### config.mk
export PLATFORM = sky130hd
export DESIGN_NAME = double_ended_queue_unit
export DESIGN_NICKNAME = d
export VERILOG_FILES = /design/src/hw/rtl/deq_pkg.sv /design/src/hw/rtl/deq_ram.sv /design/src/hw/rtl/double_ended_queue_unit.sv
export SDC_FILE = /design/constraint.sdc
export NUM_CORES = 1
export LEC_CHECK = 0
export BUFFER_PORTS_ARGS = -buffer_cell sky130_fd_sc_hd__buf_2
export CORE_MARGIN = 3
export CORE_UTILIZATION = 34
export CTS_CLUSTER_SIZE = 24
export DETAILED_ROUTE_END_ITERATION = 10
export PLACE_DENSITY = 0.47
export SYNTH_ARGS = -nofsm -noshare
export SYNTH_HDL_FRONTEND = slang
export SYNTH_SLANG_ARGS = --single-unit
### constraint.sdc
create_clock -name aclk -period 10.97 [get_ports aclk]
set_clock_uncertainty 0.05 [all_clocks]
set_input_delay 1.6455 -clock aclk [delete_from_list [all_inputs] [get_ports aclk]]
set_output_delay 1.6455 -clock aclk [all_outputs]
set_load 0.03 [all_outputs]
### src/hw/rtl/deq_pkg.sv
// ----------------------------------------------------------------------------
// deq_pkg
// Shared sizes, command and status codes and ring index helpers for the
// double-ended queue unit.
// ----------------------------------------------------------------------------
package deq_pkg;

    localparam int DEPTH      = 16;
    localparam int DATA_WIDTH = 32;

    localparam int ADDR_W = (DEPTH > 1) ? $clog2(DEPTH) : 1;
    localparam int CNT_W  = $clog2(DEPTH + 1);
    localparam int SUM_W  = ADDR_W + 1;

    localparam int OP_W    = 3;
    localparam int VALUE_W = 32;
    localparam int COUNT_W = 5;
    localparam int ERR_W   = 2;

    typedef enum logic [OP_W-1:0] {
        OP_PUSH_FRONT = 3'd0,
        OP_PUSH_BACK  = 3'd1,
        OP_POP_FRONT  = 3'd2,
        OP_POP_BACK   = 3'd3,
        OP_REVERSE    = 3'd4,
        OP_REPORT     = 3'd5
    } op_t;

    typedef enum logic [ERR_W-1:0] {
        ERR_OK    = 2'd0,
        ERR_EMPTY = 2'd1,
        ERR_FULL  = 2'd2
    } err_t;

    typedef logic [ADDR_W-1:0] addr_t;
    typedef logic [CNT_W-1:0]  cnt_t;

    // sum is below twice the depth, so one compare and subtract wraps it
    function automatic addr_t ring_wrap(input logic [SUM_W-1:0] sum);
        logic [SUM_W-1:0] red;
        red = (sum >= SUM_W'(DEPTH)) ? sum - SUM_W'(DEPTH) : sum;
        return red[ADDR_W-1:0];
    endfunction

    function automatic addr_t ring_inc(input addr_t idx);
        return (idx == addr_t'(DEPTH - 1)) ? '0 : idx + addr_t'(1);
    endfunction

    function automatic addr_t ring_dec(input addr_t idx);
        return (idx == '0) ? addr_t'(DEPTH - 1) : idx - addr_t'(1);
    endfunction

endpackage

### src/hw/rtl/deq_ram.sv
// ----------------------------------------------------------------------------
// deq_ram
// Generic ring store: one write port, two read ports, registered read data
// that returns the old contents on a same-address write.
// ----------------------------------------------------------------------------
module deq_ram #(
    parameter int DEPTH = 16,
    parameter int WIDTH = 32,
    localparam int AW = (DEPTH > 1) ? $clog2(DEPTH) : 1
) (
    input  logic             aclk,
    input  logic             we,
    input  logic [AW-1:0]    waddr,
    input  logic [WIDTH-1:0] wdata,
    input  logic [AW-1:0]    raddr_a,
    input  logic [AW-1:0]    raddr_b,
    output logic [WIDTH-1:0] rdata_a,
    output logic [WIDTH-1:0] rdata_b
);

    logic [WIDTH-1:0] mem [DEPTH];

    always_ff @(posedge aclk) begin
        if (we) begin
            mem[waddr] <= wdata;
        end
        rdata_a <= mem[raddr_a];
        rdata_b <= mem[raddr_b];
    end

endmodule

### src/hw/rtl/double_ended_queue_unit.sv
// ----------------------------------------------------------------------------
// double_ended_queue_unit
// Bounded double-ended queue kept in a ring store with head, count and a
// reversed flag.
// ----------------------------------------------------------------------------
// The s_ channel carries one command item (s_op, s_value); the m_ channel
// returns one result item per command: logical front and back words, the
// count, an empty mark and an error code, all describing the state after
// the command.
// An item is taken in a cycle where s_ready is high. Head, count and the
// reversed flag update at that edge, a push writes the ring store and both
// ends are read from the store in the same cycle. The read data arrives in
// the next cycle; the result is loaded into the output register, raising
// m_valid, at the first edge in which that register is free. s_ready stays
// low until then, so a new item is not taken before the previous result
// has left the read stage.
// A write to an end that is read in the same cycle is forwarded.
// A result that waits on m_ready does not block the next acceptance; the
// following result waits in the read stage until the output register frees,
// and the ends are read again from the updated state while it waits.
// Reset (aresetn low at a clock edge) empties the deque, clears the reversed
// flag and drops any pending result; the store itself is not cleared.
// ----------------------------------------------------------------------------
module double_ended_queue_unit (
    input  logic                        aclk,
    input  logic                        aresetn,
    input  logic                        s_valid,
    output logic                        s_ready,
    input  logic [deq_pkg::OP_W-1:0]    s_op,
    input  logic [deq_pkg::VALUE_W-1:0] s_value,
    output logic                        m_valid,
    input  logic                        m_ready,
    output logic [deq_pkg::VALUE_W-1:0] m_front_value,
    output logic [deq_pkg::VALUE_W-1:0] m_back_value,
    output logic [deq_pkg::COUNT_W-1:0] m_count,
    output logic                        m_empty_res,
    output logic [deq_pkg::ERR_W-1:0]   m_error
);

    import deq_pkg::*;

    typedef enum logic {
        ST_IDLE,
        ST_RESULT
    } state_t;

    state_t state_reg;
    addr_t  head_reg, head_next;
    cnt_t   count_reg, count_next;
    logic   rev_reg, rev_next;
    err_t   err_reg, err_next;
    logic   fwd_a_reg, fwd_b_reg;
    logic [DATA_WIDTH-1:0] wdata_reg;
    logic   m_valid_reg;
    logic [VALUE_W-1:0] front_reg, back_reg;
    logic [COUNT_W-1:0] count_out_reg;
    logic   empty_reg;
    err_t   err_out_reg;

    logic  accept, out_free;
    logic  is_push, is_pop, at_start, full, empty;
    logic  we;
    addr_t waddr, raddr_a, raddr_b;
    logic [DATA_WIDTH-1:0] wdata, rdata_a, rdata_b, first_w, last_w;
    logic [63:0] value_ext, front_ext, back_ext;

    assign accept   = s_valid && s_ready;
    assign s_ready  = (state_reg == ST_IDLE);
    assign out_free = !m_valid_reg || m_ready;

    assign full      = (count_reg == cnt_t'(DEPTH));
    assign empty     = (count_reg == '0);
    assign is_push   = (s_op == OP_PUSH_FRONT) || (s_op == OP_PUSH_BACK);
    assign is_pop    = (s_op == OP_POP_FRONT) || (s_op == OP_POP_BACK);
    // logical front maps to the physical start unless reversed
    assign at_start  = ((s_op == OP_PUSH_FRONT) || (s_op == OP_POP_FRONT)) != rev_reg;
    assign value_ext = {32'd0, s_value};
    assign wdata     = value_ext[DATA_WIDTH-1:0];

    always_comb begin
        head_next  = head_reg;
        count_next = count_reg;
        rev_next   = rev_reg;
        err_next   = ERR_OK;
        we         = 1'b0;
        waddr      = at_start ? ring_dec(head_reg)
                              : ring_wrap(SUM_W'(head_reg) + SUM_W'(count_reg));
        if (is_push) begin
            if (full) begin
                err_next = ERR_FULL;
            end else begin
                we         = accept;
                head_next  = at_start ? ring_dec(head_reg) : head_reg;
                count_next = count_reg + cnt_t'(1);
            end
        end else if (is_pop) begin
            if (empty) begin
                err_next = ERR_EMPTY;
            end else begin
                head_next  = at_start ? ring_inc(head_reg) : head_reg;
                count_next = count_reg - cnt_t'(1);
            end
        end else if (s_op == OP_REVERSE) begin
            rev_next = !rev_reg;
        end
    end

    // outside an accepting cycle the ends of the current state are read
    assign raddr_a = accept ? head_next : head_reg;
    assign raddr_b = accept ? ring_dec(ring_wrap(SUM_W'(head_next) + SUM_W'(count_next)))
                            : ring_dec(ring_wrap(SUM_W'(head_reg) + SUM_W'(count_reg)));

    deq_ram #(
        .DEPTH (DEPTH),
        .WIDTH (DATA_WIDTH)
    ) u_ram (
        .aclk    (aclk),
        .we      (we),
        .waddr   (waddr),
        .wdata   (wdata),
        .raddr_a (raddr_a),
        .raddr_b (raddr_b),
        .rdata_a (rdata_a),
        .rdata_b (rdata_b)
    );

    assign first_w   = fwd_a_reg ? wdata_reg : rdata_a;
    assign last_w    = fwd_b_reg ? wdata_reg : rdata_b;
    assign front_ext = empty ? 64'd0 : 64'(rev_reg ? last_w : first_w);
    assign back_ext  = empty ? 64'd0 : 64'(rev_reg ? first_w : last_w);

    always_ff @(posedge aclk) begin
        if (!aresetn) begin
            state_reg   <= ST_IDLE;
            head_reg    <= '0;
            count_reg   <= '0;
            rev_reg     <= 1'b0;
            m_valid_reg <= 1'b0;
        end else begin
            if (out_free) begin
                m_valid_reg <= (state_reg == ST_RESULT);
            end
            unique case (state_reg)
                ST_IDLE: begin
                    if (accept) begin
                        head_reg  <= head_next;
                        count_reg <= count_next;
                        rev_reg   <= rev_next;
                        err_reg   <= err_next;
                        wdata_reg <= wdata;
                        fwd_a_reg <= we && (waddr == raddr_a);
                        fwd_b_reg <= we && (waddr == raddr_b);
                        state_reg <= ST_RESULT;
                    end
                end
                ST_RESULT: begin
                    if (out_free) begin
                        front_reg     <= front_ext[VALUE_W-1:0];
                        back_reg      <= back_ext[VALUE_W-1:0];
                        count_out_reg <= COUNT_W'(count_reg);
                        empty_reg     <= empty;
                        err_out_reg   <= err_reg;
                        state_reg     <= ST_IDLE;
                    end else begin
                        // the re-read already sees the written entry
                        fwd_a_reg <= 1'b0;
                        fwd_b_reg <= 1'b0;
                    end
                end
                default: begin
                    state_reg <= ST_IDLE;
                end
            endcase
        end
    end

    assign m_valid       = m_valid_reg;
    assign m_front_value = front_reg;
    assign m_back_value  = back_reg;
    assign m_count       = count_out_reg;
    assign m_empty_res   = empty_reg;
    assign m_error       = err_out_reg;

    a_count_bound: assert property (@(posedge aclk) disable iff (!aresetn)
        count_reg <= cnt_t'(DEPTH))
        else $error("count exceeds depth");

    a_full_hold: assert property (@(posedge aclk) disable iff (!aresetn)
        (accept && is_push && full) |=> (count_reg == $past(count_reg)))
        else $error("push on full changed the count");

    a_empty_zero: assert property (@(posedge aclk) disable iff (!aresetn)
        (m_valid && m_empty_res) |-> (m_front_value == '0 && m_back_value == '0))
        else $error("empty result carries nonzero ends");

    a_accept_stall: assert property (@(posedge aclk) disable iff (!aresetn)
        accept |=> !s_ready)
        else $error("item accepted while the previous one is in flight");

endmodule
## Word-level counts from Yosys, hierarchy flattened

Memory sizes are Yosys's and may differ from the RTL's. A register that Yosys moved wholly into a read port is not among the register bits.
Index checks and enable logic that the tools add are counted.

- Flip-flop bits (word level): 120
- Latch bits: 0
- Bits in writable memories: 512
- ROM bits: 0
- Input port bits: 39
- Output and inout bits: 74
- Logic and storage cells: 99
- Memories kept: 1

- Add/sub/neg operators: 10
- Multipliers: 0
- Div/mod/pow operators: 0
- Order comparisons: 2
- Eq/ne operators: 11
- Shift-type cells: 0
- Mux-type cells: 39
- Bitwise gates (word level): 3
- Reduce and logical (&&, ||, !) cells: 19

Memories:

| name | depth | width | rd ports | clocked after Yosys merged registers in | wr ports | RTL line | source |
|---|---|---|---|---|---|---|---|
| u_ram.mem | 16 | 32 | 2 | 2 | 1 | deq_ram.sv:21 | `logic [WIDTH-1:0] mem [DEPTH];` |

Operator list:

| cell | number |
|---|---|
| 32-bit 2-to-1 mux | 4 |
| 4-bit 2-to-1 mux | 15 |
| 5-bit 2-to-1 mux | 4 |
| 4-bit by 1-bit subtractor with 4-bit output (second input constant) | 5 |
| 4-bit zero test | 3 |
| 1-bit 2-to-1 mux | 11 |
| 4-bit by 5-bit adder with 5-bit output | 2 |
| 5-bit greater-or-equal comparator (second input constant) | 2 |
| 3-bit AND reduction | 3 |
| 4-bit equality test | 2 |
| 3-bit by 2-bit equality test with 1-bit output (second input constant) | 2 |
| 1-bit case mux with 2 select lines | 3 |
| 5-bit by 1-bit adder with 5-bit output (second input constant) | 1 |
| 5-bit equality test (second input constant) | 1 |
| 5-bit zero test | 1 |
| 5-bit AND reduction | 1 |
| 5-bit by 1-bit subtractor with 5-bit output (second input constant) | 1 |
| 4-bit by 1-bit adder with 4-bit output (second input constant) | 1 |
| 4-bit equality test (second input constant) | 1 |
| 1-bit logical OR | 4 |
| 2-bit 2-to-1 mux | 2 |
| 3-bit by 1-bit equality test with 1-bit output (second input constant) | 1 |
| 3-bit equality test (second input constant) | 1 |
| 1-bit logical AND | 3 |
| other kinds (7) | 10 |

## Depth between registers and ports, before layout

Gate-level depths: netlist of run 1.

- Word-level depth: 17
- Gate-level depth with buffers: 19
- Gate-level depth less buffers: 18

## Cells and area by module

A second synthesis of run 1 with hierarchy kept.

- Cell total of the unflattened synthesis: 1696
- Area, all modules: 30717.0 µm²

By module, submodules not included:

| module | instances | cells an instance | area each (µm²) | seq. area each (µm²) |
|---|---|---|---|---|
| deq_ram | 1 | 1141 | 24203.2 | 16656.0 |
| double_ended_queue_unit | 1 | 555 | 6513.7 | 3483.3 |

## Worst setup path before layout of run 1

Ideal clock, no wire load.

- Kind: in2reg
- From: input aresetn
- To: register back_reg[0], in the netlist m_back_value[0], enable pin
- Setup time: 0.591 ns
- Arrival: 6.652 ns
- Data required time: 10.329 ns
- Setup slack: 3.677 ns
- Stages: 2
- Path buffers: 0
- Path through: inv_1 nor3_1

- Word-level cells in the longest chain between the ends: 1

Ends and longest elaborated chain:

| what | RTL line | source |
|---|---|---|
| start: declaration | double_ended_queue_unit.sv:26 | `input logic aresetn,` |
| 3-bit AND reduction (no line) | - |  |
| end signal: assignment | double_ended_queue_unit.sv:159 | `back_reg <= back_ext[VALUE_W-1:0];` |
| end: declaration | double_ended_queue_unit.sv:55 | `logic [VALUE_W-1:0] front_reg, back_reg;` |

Every way passes these cells.
A chain may end at the register's enable or synchronous reset.

## Worst setup path after layout of run 1

- From: register count_reg[0]
- To: register u_ram.rdata_b[18] (read register of u_ram.mem)

- Word-level cells in the longest chain between the ends: 10
- Elaborated cells between the ends (all ways): 27
- Classes of those cells: add/sub: 8; order compare: 2; eq/ne: 1; mux: 13; reduce/logical: 3

Ends and longest elaborated chain:

| what | RTL line | source |
|---|---|---|
| start: declaration | double_ended_queue_unit.sv:49 | `cnt_t count_reg, count_next;` |
| start signal: assignment | double_ended_queue_unit.sv:147 | `count_reg <= count_next;` |
| 5-bit by 1-bit subtractor with 5-bit output or 5-bit zero test (tied branches) | double_ended_queue_unit.sv:101, double_ended_queue_unit.sv:72 |  |
| 5-bit 2-to-1 mux or 4-bit 2-to-1 mux (tied branches) | double_ended_queue_unit.sv:97 | `if (empty) begin` |
| 5-bit 2-to-1 mux or 4-bit 2-to-1 mux (tied branches) | double_ended_queue_unit.sv:96 | `end else if (is_pop) begin` |
| 5-bit 2-to-1 mux or 4-bit 2-to-1 mux (tied branches) | double_ended_queue_unit.sv:88 | `if (is_push) begin` |
| 4-bit by 5-bit adder with 5-bit output | double_ended_queue_unit.sv:110 | `assign raddr_b = accept ? ring_dec(ring_wrap(SUM_W'(head_next) + SUM_W'(count_next)))` |
| 4-bit by 1-bit subtractor with 4-bit output or 5-bit greater-or-equal comparator (tied branches) | deq_pkg.sv:41 | `red = (sum >= SUM_W'(DEPTH)) ? sum - SUM_W'(DEPTH) : sum;` |
| 4-bit 2-to-1 mux | deq_pkg.sv:41 |  |
| 4-bit by 1-bit subtractor with 4-bit output or 4-bit zero test (tied branches) | deq_pkg.sv:50 | `return (idx == '0) ? addr_t'(DEPTH - 1) : idx - addr_t'(1);` |
| 4-bit 2-to-1 mux | deq_pkg.sv:50 |  |
| 4-bit 2-to-1 mux * | double_ended_queue_unit.sv:110 |  |
| end: declaration | deq_ram.sv:18 | `output logic [WIDTH-1:0] rdata_b` |

Mark *: on every way between the ends. The rest lies on a longest branch, timed or not.

==> impl_results.md, run 1 <==
* Run status: finished clean
* Post-synthesis sequential area ratio at 62.9%
* Gr ovfl total at 0
* Die outline width at 313 um
* WP data arrival at 7.08 ns
* Initial detailed-routing violation count at 1775
* Element type at the critical path start: register
* Total number of placement rows at 111
* Cell occurring most often along the worst timing path: sky130_fd_sc_hd__ha_1
* Count of boundary I/O pins at 113
* Post-CTS setup buffer count at 0
* Final Instance Area at 36500 sq um
* VDD IR max at 111 uV
* Cell area after placement at 33900 sq um
* Register ranked first by flip-flop count: u_ram.mem
* Post-synthesis cell type with the largest combined area: sky130_fd_sc_hd__edfxtp_1
* Global-route layer with the greatest usage: met2
* Synth top cells by count: 620 x sky130_fd_sc_hd__edfxtp_1, 474 x sky130_fd_sc_hd__nand2_1, 225 x sky130_fd_sc_hd__mux2i_1
* GP Congestion at 0.815
* Synthesized cell area at 32000 sq um
* Setup-violating endpoint count in the final report at 0
* Total nets after synthesis at 2372
* Worst-case register-to-register setup slack at 4.31 ns
* Fraction of final layout cells sized beyond drive strength 1 at 17.9%
* Final Hold Fails at 0
* Switching Fraction at 26.9%
* Max Buffers Root-to-Sink at 3
* Port bufs at 112
* CP Cell Sequence: inv_1, ha_1, or4b_4, clkinv_2, buf_4, nor2_2, o21ai_0, nand2_1, o21ai_0, ha_1, inv_1, fa_1, ha_1, mux2i_4, buf_4, mux4_2, mux2i_1, mux2i_1
* Post-Syn Area per Cell at 13.8 sq um
* Origin of the critical flop-to-flop path: count_reg[0]
* Area contributors post-synth: sky130_fd_sc_hd__edfxtp_1 58%, sky130_fd_sc_hd__mux4_2 9.0%, sky130_fd_sc_hd__mux2i_1 7.0%
* Die height at 313 um
* Ys async rst share at 0%
* Hold buffer count at CTS at 0
* Filler instances at 8576
* P_leak at 12.6 nW
* Internal power contribution at 0.00518 W
* Met3 demand-to-capacity share in global routing at 3.25%
* DRC violations left at 0
* Standard cell core area at 92500 sq um
* Routing usage on met2 at 31.7%
* Crit path capture type: register
* Sequential share of power at 43.6%
* First-pass GRT wire length at 139000 um
* Register cell area after layout at 20100 sq um
* Quantity of gates resized following cts at 0
* Growth of design area from synthesis to finish at 14.2%
* Number of antenna violations at the first check in global routing at 7
* Global routing met1 resource utilization at 26.3%
* Delay contributed by the slowest stage of the critical path at 0.97 ns
* Final wirelength at 95600 um
* Final period utilization at 60.7%
* Root buffer selected by CTS: sky130_fd_sc_hd__clkbuf_16
* Largest delay share family, worst path: buffers and inverters
* Final critical delay including setup and external delays at 6.66 ns
* Required @ worst endpoint at 11.39 ns
* Slowest stage cell on the critical path: sky130_fd_sc_hd__buf_4
* Number of standard cells after synthesis at 2317
* Vias per Instance at 5.55
* Fraction of post-synthesis cell area in the top cell type by area at 58.2%
* CTS tree: done
* Pin count of the biggest net entering global routing at 119
* Hold Path Class: reg -> reg
* Net switching component of the power at 0.00190 W
* Largest register FFs at 512
* Total negative slack for setup checks at 0 ns
* Unique cell type count in the Yosys netlist at 65
* Number of detailed-route iterations in the first pass at 8
* Top-count cell post-synth: sky130_fd_sc_hd__edfxtp_1
* Logic pwr share at 18.5%
* Max Fclk at 0.150 GHz
* Area taken by multi-input logic gates at 11200 sq um
* Slew at the pin closest to its max-slew limit at 1.10 ns
* Vias in the first global route at 20.6k
* Power density of the placed cells at 194 nW/um^2
* DR vias at 20.5k
* GR Util All Layers at 19.2%
* Number of clock sinks at 696
* Most used flip-flop cell after synthesis: sky130_fd_sc_hd__edfxtp_1
* Number of nets with antenna violations after routing at 0
* Total die area at 97900 sq um
* Count of state elements after synthesis at 696
* Max_slew headroom at 25.4%
* Hpwl dp at 50600 um
* Biggest fanout along the worst timing path at 68
* Yosys warning count at 0
* Deepest level of the CTS H-tree at 3
* Number of max-slew violations in the final report at 0
* Average detailed-routed wire length per instance at 25.9 um
* Number of maximum-capacitance constraint violations at 0
* Number of buffer and inverter stages on the critical path at 5
* Number of buffers added by the clock tree synthesis step at 81
* Setup crit start: count_reg[0]
* Number of nets in the finished design at 2439
* Classification of the worst setup path: reg -> reg
* Initial cell density of the core at 34.6%
* Clk_lat worst skew at 0.64 ns
* Hold Path Origin: err_reg[1]
* Unrepaired setup endpoints after global routing: false
* Clk pwr share at 38.0%
* Clock edge transition at the registers on the reported setup and hold paths at 0.06 ns
* Number of enable-type register cells in the synthesized netlist at 620
-- power by group through the flow --
stage / Clock, W / Sequential (W) / Combinational [W]
after floorplan: 0 / 0.00312 / 0.000948
after global placement: 0 / 0.00314 / 0.00130
after detailed placement: 0 / 0.00314 / 0.00132
after CTS: 0.00275 / 0.00309 / 0.00133
after global routing: 0.00287 / 0.00309 / 0.00142
final: 0.00269 / 0.00309 / 0.00131
-- final timing paths --
check / endpoint / cells past startpoint
hold / removal: m_error[1] / 0
setup reg to reg: u_ram.rdata_b[18] / 18
setup / recovery: u_ram.rdata_b[18] / 18
hold reg to reg: m_error[1] / 0
-- area by class of cell --
class / instances / share of cell area, %
sequential: 696 / 55.1
multi-input combinational: 1433 / 30.7
clock buffer: 115 / 6.20
tap: 1243 / 4.26
timing repair buffer: 156 / 2.47
clock inverter: 36 / 1.07
inverter: 16 / 0.168
antenna: 1 / 0.00685
-- metal layers --
metal | up-vias | part of all wire [%]
met2 | 713 | 47
met3 | 155 | 5.5
li1 | 9059 | -
met4 | 4 | 2.4
met5 | - | 0.024
met1 | 10600 | 45
-- cells by family after synthesis --
| logic type | count (synthesis) | synth area share [%] |
|---|---|---|
| xor+xnor | 20 | 0.571 |
| buf+inv | 188 | 2.76 |
| fa+ha+maj | 16 | 0.672 |
| simple gates | 729 | 10.0 |
| mux | 353 | 16.0 |
| compound gates | 315 | 7.01 |
| flops | 696 | 62.9 |
-- stage by stage --
step	hold WS (ns)	power (W)	util, %	instances	setup WS, ns
after floorplan	0.350	0.00407	-	2317	3.68
after global placement	0.364	0.00445	36.6	3544	4.39
after detailed placement	0.356	0.00446	36.6	3544	4.27
after CTS	0.369	0.00717	39.5	3695	4.24
after global routing	0.372	0.00738	39.5	3695	3.78
final	0.367	0.00708	39.5	3696	4.31
-- worst register-to-register path: stages, from the launching register on --
cell,delay (ns)
sky130_fd_sc_hd__dfxtp_1,0.39
sky130_fd_sc_hd__inv_1,0.18
sky130_fd_sc_hd__ha_1,0.20
sky130_fd_sc_hd__or4b_4,0.50
sky130_fd_sc_hd__clkinv_2,0.05
sky130_fd_sc_hd__buf_4,0.74
sky130_fd_sc_hd__nor2_2,0.26
sky130_fd_sc_hd__o21ai_0,0.28
sky130_fd_sc_hd__nand2_1,0.08
sky130_fd_sc_hd__o21ai_0,0.09
sky130_fd_sc_hd__ha_1,0.20
sky130_fd_sc_hd__inv_1,0.06
sky130_fd_sc_hd__fa_1,0.51
sky130_fd_sc_hd__ha_1,0.36
sky130_fd_sc_hd__mux2i_4,0.82
sky130_fd_sc_hd__buf_4,0.99
sky130_fd_sc_hd__mux4_2,0.48
sky130_fd_sc_hd__mux2i_1,0.18
sky130_fd_sc_hd__mux2i_1,0.10
-- placed cells by master, fill, tap and decap left out, types with 12 or more instances in the layout --
cell type and count:
sky130_fd_sc_hd__o221ai_1 31, sky130_fd_sc_hd__nand3b_1 32, sky130_fd_sc_hd__inv_1 14, sky130_fd_sc_hd__mux2i_1 224, sky130_fd_sc_hd__clkbuf_16 83, sky130_fd_sc_hd__nor2_1 26, sky130_fd_sc_hd__nor2b_1 35, sky130_fd_sc_hd__nand3_1 103
sky130_fd_sc_hd__xnor2_1 15, sky130_fd_sc_hd__a211oi_1 129, sky130_fd_sc_hd__a32oi_1 31, sky130_fd_sc_hd__a21oi_1 18, sky130_fd_sc_hd__buf_2 112, sky130_fd_sc_hd__dfxtp_1 75, sky130_fd_sc_hd__nor2_4 19, sky130_fd_sc_hd__o21ai_0 62
sky130_fd_sc_hd__buf_4 43, sky130_fd_sc_hd__clkinv_1 13, sky130_fd_sc_hd__ha_1 14, sky130_fd_sc_hd__nand2_1 473, sky130_fd_sc_hd__o21ai_1 12, sky130_fd_sc_hd__edfxtp_1 620, sky130_fd_sc_hd__clkbuf_1 25, sky130_fd_sc_hd__mux4_2 128
(Power assumes the default switching activity.)
==> inputs of run 2 (changes only) <==
- clock period: 10.97 -> 6.7 ns (I/O delays scaled with it)
==> run 2 against run 1 <==
Against the previous run:
- die area did not move
- critical path depth fell by 1
- largest cell class unchanged
- maximum frequency rose by 35%
- sequential power rose by 63%
- critical endpoint is now u_ram.rdata_b[14]
- flip-flop and latch count did not move
- first-iteration DRC count fell by 0.96%
- global-route usage rose by 0.19 points
- clock-buffer cell count fell by 5
==> impl_results.md, run 2 (synthesis results as in run 1) <==
* Final wirelength at 96300 um (+0.65%)
* Slew at the pin closest to its max-slew limit at 1.18 ns (+0.0867 ns)
* Crit path capture type: register
* GP Congestion at 0.795 (-2.5%)
* Number of clock sinks at 696 (unchanged)
* Global-route layer with the greatest usage: met2
* Post-placement worst setup slack at 1.64 ns (-2.63 ns)
* Max Buffers Root-to-Sink at 3 (unchanged)
* Post-CTS setup buffer count at 0 (unchanged)
* Fraction of final layout cells sized beyond drive strength 1 at 18.4% (+0.44 points)
* Origin of the critical flop-to-flop path: count_reg[1]
* Clk_lat worst skew at 0.62 ns (-0.02 ns)
* Hold buffer count at CTS at 0 (unchanged)
* Commonest cells after routing, fill and taps aside: 620 x sky130_fd_sc_hd__edfxtp_1, 473 x sky130_fd_sc_hd__nand2_1, 224 x sky130_fd_sc_hd__mux2i_1
* Number of antenna violations at the first check in global routing at 8 (+1)
* Setup crit start: count_reg[1]
* Growth of design area from synthesis to finish at 14.7%
* Port bufs at 112 (unchanged)
* Initial detailed-routing violation count at 1758 (-0.96%)
* Die height at 313 um (unchanged)
* Total number of placement rows at 111 (unchanged)
* DRC violations left at 0 (unchanged)
* First-pass GRT wire length at 140000 um (+1.1%)
* Largest register FFs at 512 (unchanged)
* Quantity of gates resized following cts at 0 (unchanged)
* Element type at the critical path start: register
* Setup WS post-layout at 1.77 ns (-2.55 ns)
* Run status: finished clean
* Number of buffers added by the clock tree synthesis step at 79 (-2.5%)
* Max Fclk at 0.203 GHz (+35%)
* Final critical delay including setup and external delays at 4.93 ns (-1.72 ns)
* Global routing met1 resource utilization at 26.4% (+0.12 points)
* Number of maximum-capacitance constraint violations at 0 (unchanged)
* Hpwl dp at 53100 um (+5.0%)
* Number of nets with antenna violations after routing at 0 (unchanged)
* Biggest fanout along the worst timing path at 104 (+53%)
* Pin count of the biggest net entering global routing at 105 (-12%)
* Final Hold Fails at 0 (unchanged)
* Classification of the worst setup path: reg -> reg
* Deepest level of the CTS H-tree at 3 (unchanged)
* Finished Core Util at 39.7% (+0.20 points)
* Hold Path Origin: err_reg[0]
* Most common cell after layout, fill and taps aside: sky130_fd_sc_hd__edfxtp_1
* Root buffer selected by CTS: sky130_fd_sc_hd__clkbuf_16
* Routing usage on met2 at 31.7% (about the same)
* WP data arrival at 5.34 ns (-1.74 ns)
* Number of detailed-route iterations in the first pass at 5 (-3)
* Setup-violating endpoint count in the final report at 0 (unchanged)
* Vias per Instance at 5.57 (+0.23%)
* Initial cell density of the core at 34.6% (unchanged)
* P_leak at 12.7 nW (+0.76%)
* Total die area at 97900 sq um (unchanged)
* Total negative slack for setup checks at 0 ns (unchanged)
* Pwr Total at 0.0116 W (+64%)
* Average detailed-routed wire length per instance at 26.0 um (+0.43%)
* Power density of the placed cells at 317 nW/um^2 (+64%)
* Register ranked first by flip-flop count: u_ram.mem
* DR vias at 20.6k (+0.45%)
* Clock edge transition at the registers on the reported setup and hold paths at 0.06 ns (about the same)
* Vias in the first global route at 20.9k (+1.4%)
* GR Util All Layers at 19.4% (+0.19 points)
* Max_slew headroom at 21.1% (-4.2 points)
* Standard cell core area at 92500 sq um (unchanged)
* Die outline width at 313 um (unchanged)
* Gr ovfl total at 0 (unchanged)
* Required @ worst endpoint at 7.10 ns (-4.29 ns)
* VDD IR max at 197 uV (+78%)
* Unrepaired setup endpoints after global routing: false
* Count of boundary I/O pins at 113 (unchanged)
* Hold Path Class: reg -> reg
* Number of max-slew violations in the final report at 0 (unchanged)
* Number of nets in the finished design at 2448 (+0.37%)
* CTS tree: done
* Met3 demand-to-capacity share in global routing at 3.58% (+0.33 points)
* Final period utilization at 73.6% (+13 points)
run 2: worst paths after layout:
check,cells past startpoint,to,slack [ns]
max reg2reg,17,u_ram.rdata_b[14],1.77
min,0,m_error[0],0.38
max,17,u_ram.rdata_b[14],1.77
min reg2reg,0,m_error[0],0.38
run 2: stage by stage:
| stage | area (sq um) | cells | hold slack (ns) |
|---|---|---|---|
| after floorplan | 32000 | 2317 | 0.350 |
| after global placement | 34100 | 3555 | 0.365 |
| after detailed placement | 34100 | 3555 | 0.369 |
| after CTS | 36700 | 3701 | 0.382 |
| after global routing | 36700 | 3703 | 0.400 |
| final | 36700 | 3704 | 0.377 |
run 2: power breakdown:
part	internal [W]	switching, W	total [W]
clock	0.00263	0.00176	0.00439
combinational	0.000919	0.00127	0.00219
sequential	0.00495	0.000105	0.00505
run 2: final cells by class:
cell class | instances | area (sq um)
clock inverter | 36 | 359
antenna | 3 | 7.51
fill | 8614 | 55800
clock buffer | 110 | 2270
tap | 1243 | 1560
timing repair buffer | 167 | 1110
multi-input combinational | 1433 | 11200
sequential | 696 | 20100
inverter | 16 | 61.3
run 2: critical path: stages, from the launching register on:
cell and delay, ns:
sky130_fd_sc_hd__dfxtp_1 0.54, sky130_fd_sc_hd__inv_1 0.18, sky130_fd_sc_hd__ha_1 0.24, sky130_fd_sc_hd__or4b_4 0.23
sky130_fd_sc_hd__clkinv_2 0.07, sky130_fd_sc_hd__nor2_2 0.32, sky130_fd_sc_hd__o21ai_0 0.21, sky130_fd_sc_hd__nand2_1 0.10
sky130_fd_sc_hd__o21ai_0 0.09, sky130_fd_sc_hd__ha_1 0.24, sky130_fd_sc_hd__inv_1 0.10, sky130_fd_sc_hd__fa_1 0.47
sky130_fd_sc_hd__ha_1 0.35, sky130_fd_sc_hd__mux2i_4 0.19, sky130_fd_sc_hd__buf_12 0.54, sky130_fd_sc_hd__mux4_2 0.42
sky130_fd_sc_hd__mux2i_1 0.21, sky130_fd_sc_hd__mux2i_1 0.11
run 2: layer usage:
| metal | vias to the layer above | wire (um) | part of all wire, % |
|---|---|---|---|
| li1 | 9081 | - | - |
| met1 | 10600 | 42000 | 44 |
| met2 | 746 | 45400 | 47 |
| met3 | 168 | 6000 | 6.2 |
| met4 | 4 | 2860 | 3.0 |
| met5 | - | 26 | 0.027 |
==> inputs of run 3 (changes only) <==
- PLACE_DENSITY: 0.47 -> 0.49
- clock period: 6.7 -> 4.3 ns (I/O delays scaled with it)
==> run 3 against run 2 <==
Against the previous run:
- sequential share of layout area shrank 1.4 points
- maximum frequency up 21%
- register-to-register slack got worse by 1.6 ns
- flip-flop and latch count did not move
- global-route usage is 0.32 points lower
- die area stayed put
- sequential power up 56%
- via count up 0.13%
- wire length shrank 1.2%
- cell count rose by 1.8%
- first-iteration DRC count up 20%
==> impl_results.md, run 3 (synthesis results as in run 1) <==
* Run status: finished clean
* FF-to-FF path depth at 19 (+2)
* Crit path capture type: register
* Pin count of the biggest net entering global routing at 85 (-19%)
* Hpwl dp at 55000 um (+3.5%)
* Number of nets with antenna violations after routing at 0 (unchanged)
* Classification of the worst setup path: reg -> reg
* Clk pwr share at 36.6% (-1.2 points)
* Delay contributed by the slowest stage of the critical path at 0.50 ns (-0.04 ns)
* Root buffer selected by CTS: sky130_fd_sc_hd__clkbuf_16
* Number of max-slew violations in the final report at 0 (unchanged)
* Clock edge transition at the registers on the reported setup and hold paths at 0.06 ns (about the same)
* Element type at the critical path start: register
* Average detailed-routed wire length per instance at 25.2 um (-2.9%)
* Total negative slack for setup checks at 0 ns (unchanged)
* Number of buffers added by the clock tree synthesis step at 79 (unchanged)
* Final wirelength at 95100 um (-1.2%)
* CP Cell Sequence: inv_1, ha_1, or4b_4, clkinv_2, nor2_2, o21ai_1, nand2_1, o21ai_0, ha_1, inv_1, fa_1, ha_1, mux2i_4, buf_12, buf_12, buf_12, mux4_2, mux2i_1, mux2i_1
* Worst hold endpoint: m_valid
* Commonest cells after routing, fill and taps aside: 620 x sky130_fd_sc_hd__edfxtp_1, 473 x sky130_fd_sc_hd__nand2_1, 224 x sky130_fd_sc_hd__mux2i_1
* Sequential share of power at 42.6% (-0.8 points)
* CTS tree: done
* Standard cell core area at 92500 sq um (unchanged)
* Die outline width at 313 um (unchanged)
* Number of buffer and inverter stages on the critical path at 6 (+2)
* Setup-violating endpoint count in the final report at 0 (unchanged)
* Most common cell after layout, fill and taps aside: sky130_fd_sc_hd__edfxtp_1
* Pwr Total at 0.0185 W (+59%)
* Instance count along the most critical hold path at 4 (+4)
* GR Util All Layers at 19.1% (-0.32 points)
* Initial cell density of the core at 34.6% (unchanged)
* Worst-case register-to-register setup slack at 0.21 ns (-1.56 ns)
* Slew at the pin closest to its max-slew limit at 1.02 ns (-0.160 ns)
* Die height at 313 um (unchanged)
* Number of clock sinks at 696 (unchanged)
* Critical R2R Capture: u_ram.rdata_b[18]
* Vias per Instance at 5.48 (-1.6%)
* Total die area at 97900 sq um (unchanged)
* Net switching component of the power at 0.00494 W (+57%)
* Clk_lat worst skew at 0.62 ns (about the same)
* Number of nets in the finished design at 2513 (+2.7%)
* Cell depth of the worst setup path at 19 (+2)
* DRC violations left at 0 (unchanged)
* Origin of the critical flop-to-flop path: count_reg[0]
* Total number of placement rows at 111 (unchanged)
* Required @ worst endpoint at 4.74 ns (-2.36 ns)
* Final critical delay including setup and external delays at 4.09 ns (-0.842 ns)
* Biggest fanout along the worst timing path at 16 (-85%)
* Port bufs at 112 (unchanged)
* Largest register FFs at 512 (unchanged)
* Largest delay share family, worst path: adder cells
* P_leak at 13.2 nW (+3.7%)
* Count of boundary I/O pins at 113 (unchanged)
* Gr ovfl total at 0 (unchanged)
* Hold WS at 0.324 ns (-0.0528 ns)
* Hold Path Origin: m_ready
* Number of antenna violations at the first check in global routing at 7 (-1)
* Initial detailed-routing violation count at 2113 (+20%)
* Hold buffer count at CTS at 0 (unchanged)
* VDD IR max at 275 uV (+39%)
* Number of detailed-route iterations in the first pass at 6 (+1)
* First-pass GRT wire length at 139000 um (-0.57%)
* WP data arrival at 4.53 ns (-0.81 ns)
* Slowest stage cell on the critical path: sky130_fd_sc_hd__or4b_4
* Hold Path Class: in -> reg
* Power density of the placed cells at 490 nW/um^2 (+55%)
* Vias in the first global route at 20.8k (-0.34%)
* DR vias at 20.7k (+0.13%)
* Register ranked first by flip-flop count: u_ram.mem
* Logic pwr share at 20.8% (+2.0 points)
* Final Hold Fails at 0 (unchanged)
* Unrepaired setup endpoints after global routing: false
* Internal power contribution at 0.0135 W (+59%)
* Number of maximum-capacitance constraint violations at 0 (unchanged)
* Max Buffers Root-to-Sink at 3 (unchanged)
* Max_slew headroom at 31.8% (+11 points)
* Fraction of final layout cells sized beyond drive strength 1 at 20.4% (+2.0 points)
* Max Fclk at 0.244 GHz (+21%)
* Final period utilization at 95.2% (+22 points)
* Deepest level of the CTS H-tree at 3 (unchanged)
* Switching Fraction at 26.7% (-0.23 points)
* Growth of design area from synthesis to finish at 17.7%
* GP Congestion at 0.834 (+4.8%)
## run 3: metal layers
layer	global-route usage [%]	wire (um)	vias up	share of wire, %
met3	2.58	5300	168	5.6
met2	30.5	44100	710	46
met1	27.3	43300	10600	45
li1	-	-	9212	-
met4	5.32	2370	4	2.5
met5	0	26	-	0.027
## run 3: power groups by stage
| stage | Sequential (W) | Combinational, W | Clock, W |
|---|---|---|---|
| 3_3_place_gp | 0.00802 | 0.00368 | 0 |
| 4_1_cts | 0.00787 | 0.00374 | 0.00693 |
| 5_1_grt | 0.00788 | 0.00412 | 0.00721 |
| 6_report | 0.00786 | 0.00385 | 0.00676 |
| 2_1_floorplan | 0.00797 | 0.00242 | 0 |
| 3_5_place_dp | 0.00800 | 0.00372 | 0 |
## run 3: how the worst max path moves through the flow
stage                      start                end  slack (ns)
global placement    count_reg[0]   u_ram.rdata_b[1]        0.11
floorplan                s_op[2]  u_ram.rdata_b[12]        0.02
detailed placement       s_op[1]   u_ram.rdata_b[2]        0.08
finish              count_reg[0]  u_ram.rdata_b[18]        0.21
global route        count_reg[0]  u_ram.rdata_b[23]      0.0004
CTS                 count_reg[0]   u_ram.rdata_b[2]        0.03
## run 3: repair_timing
item / 4_1_cts / 5_1_grt
endpoints found under the setup margin: 0 / 25
buffers inserted: 0 / 4
gates resized for setup: 0 / 2
## run 3: final cells by class
class | instances | area [sq um]
Timing Repair Buffer | 232 | 2090
Sequential cell | 696 | 20100
Clock inverter | 31 | 384
Inverter | 16 | 61.3
Tap cell | 1243 | 1560
Fill cell | 8500 | 54800
Multi-Input combinational cell | 1433 | 11200
Clock buffer | 113 | 2230
Antenna cell | 5 | 12.5
## run 3: stage by stage
stage	std cells	area, sq um	worst slack (ns)	utilization [%]
2_1_floorplan	2317	32000	0.0228	-
6_report	3769	37700	0.208	40.7
3_3_place_gp	3614	34900	0.110	37.8
4_1_cts	3758	37600	0.0280	40.6
5_1_grt	3765	37700	0.000431	40.7
3_5_place_dp	3614	34900	0.0796	37.8
## run 3: worst reg2reg max path: stages, from the launching register on
cell                       delay [ns]
sky130_fd_sc_hd__dfxtp_1         0.31
sky130_fd_sc_hd__inv_1           0.07
sky130_fd_sc_hd__ha_1            0.17
sky130_fd_sc_hd__or4b_4          0.50
sky130_fd_sc_hd__clkinv_2        0.07
sky130_fd_sc_hd__nor2_2          0.05
sky130_fd_sc_hd__o21ai_1         0.18
sky130_fd_sc_hd__nand2_1         0.09
sky130_fd_sc_hd__o21ai_0         0.09
sky130_fd_sc_hd__ha_1            0.20
sky130_fd_sc_hd__inv_1           0.06
sky130_fd_sc_hd__fa_1            0.50
sky130_fd_sc_hd__ha_1            0.35
sky130_fd_sc_hd__mux2i_4         0.17
sky130_fd_sc_hd__buf_12          0.15
sky130_fd_sc_hd__buf_12          0.18
sky130_fd_sc_hd__buf_12          0.20
sky130_fd_sc_hd__mux4_2          0.31
sky130_fd_sc_hd__mux2i_1         0.17
sky130_fd_sc_hd__mux2i_1         0.09
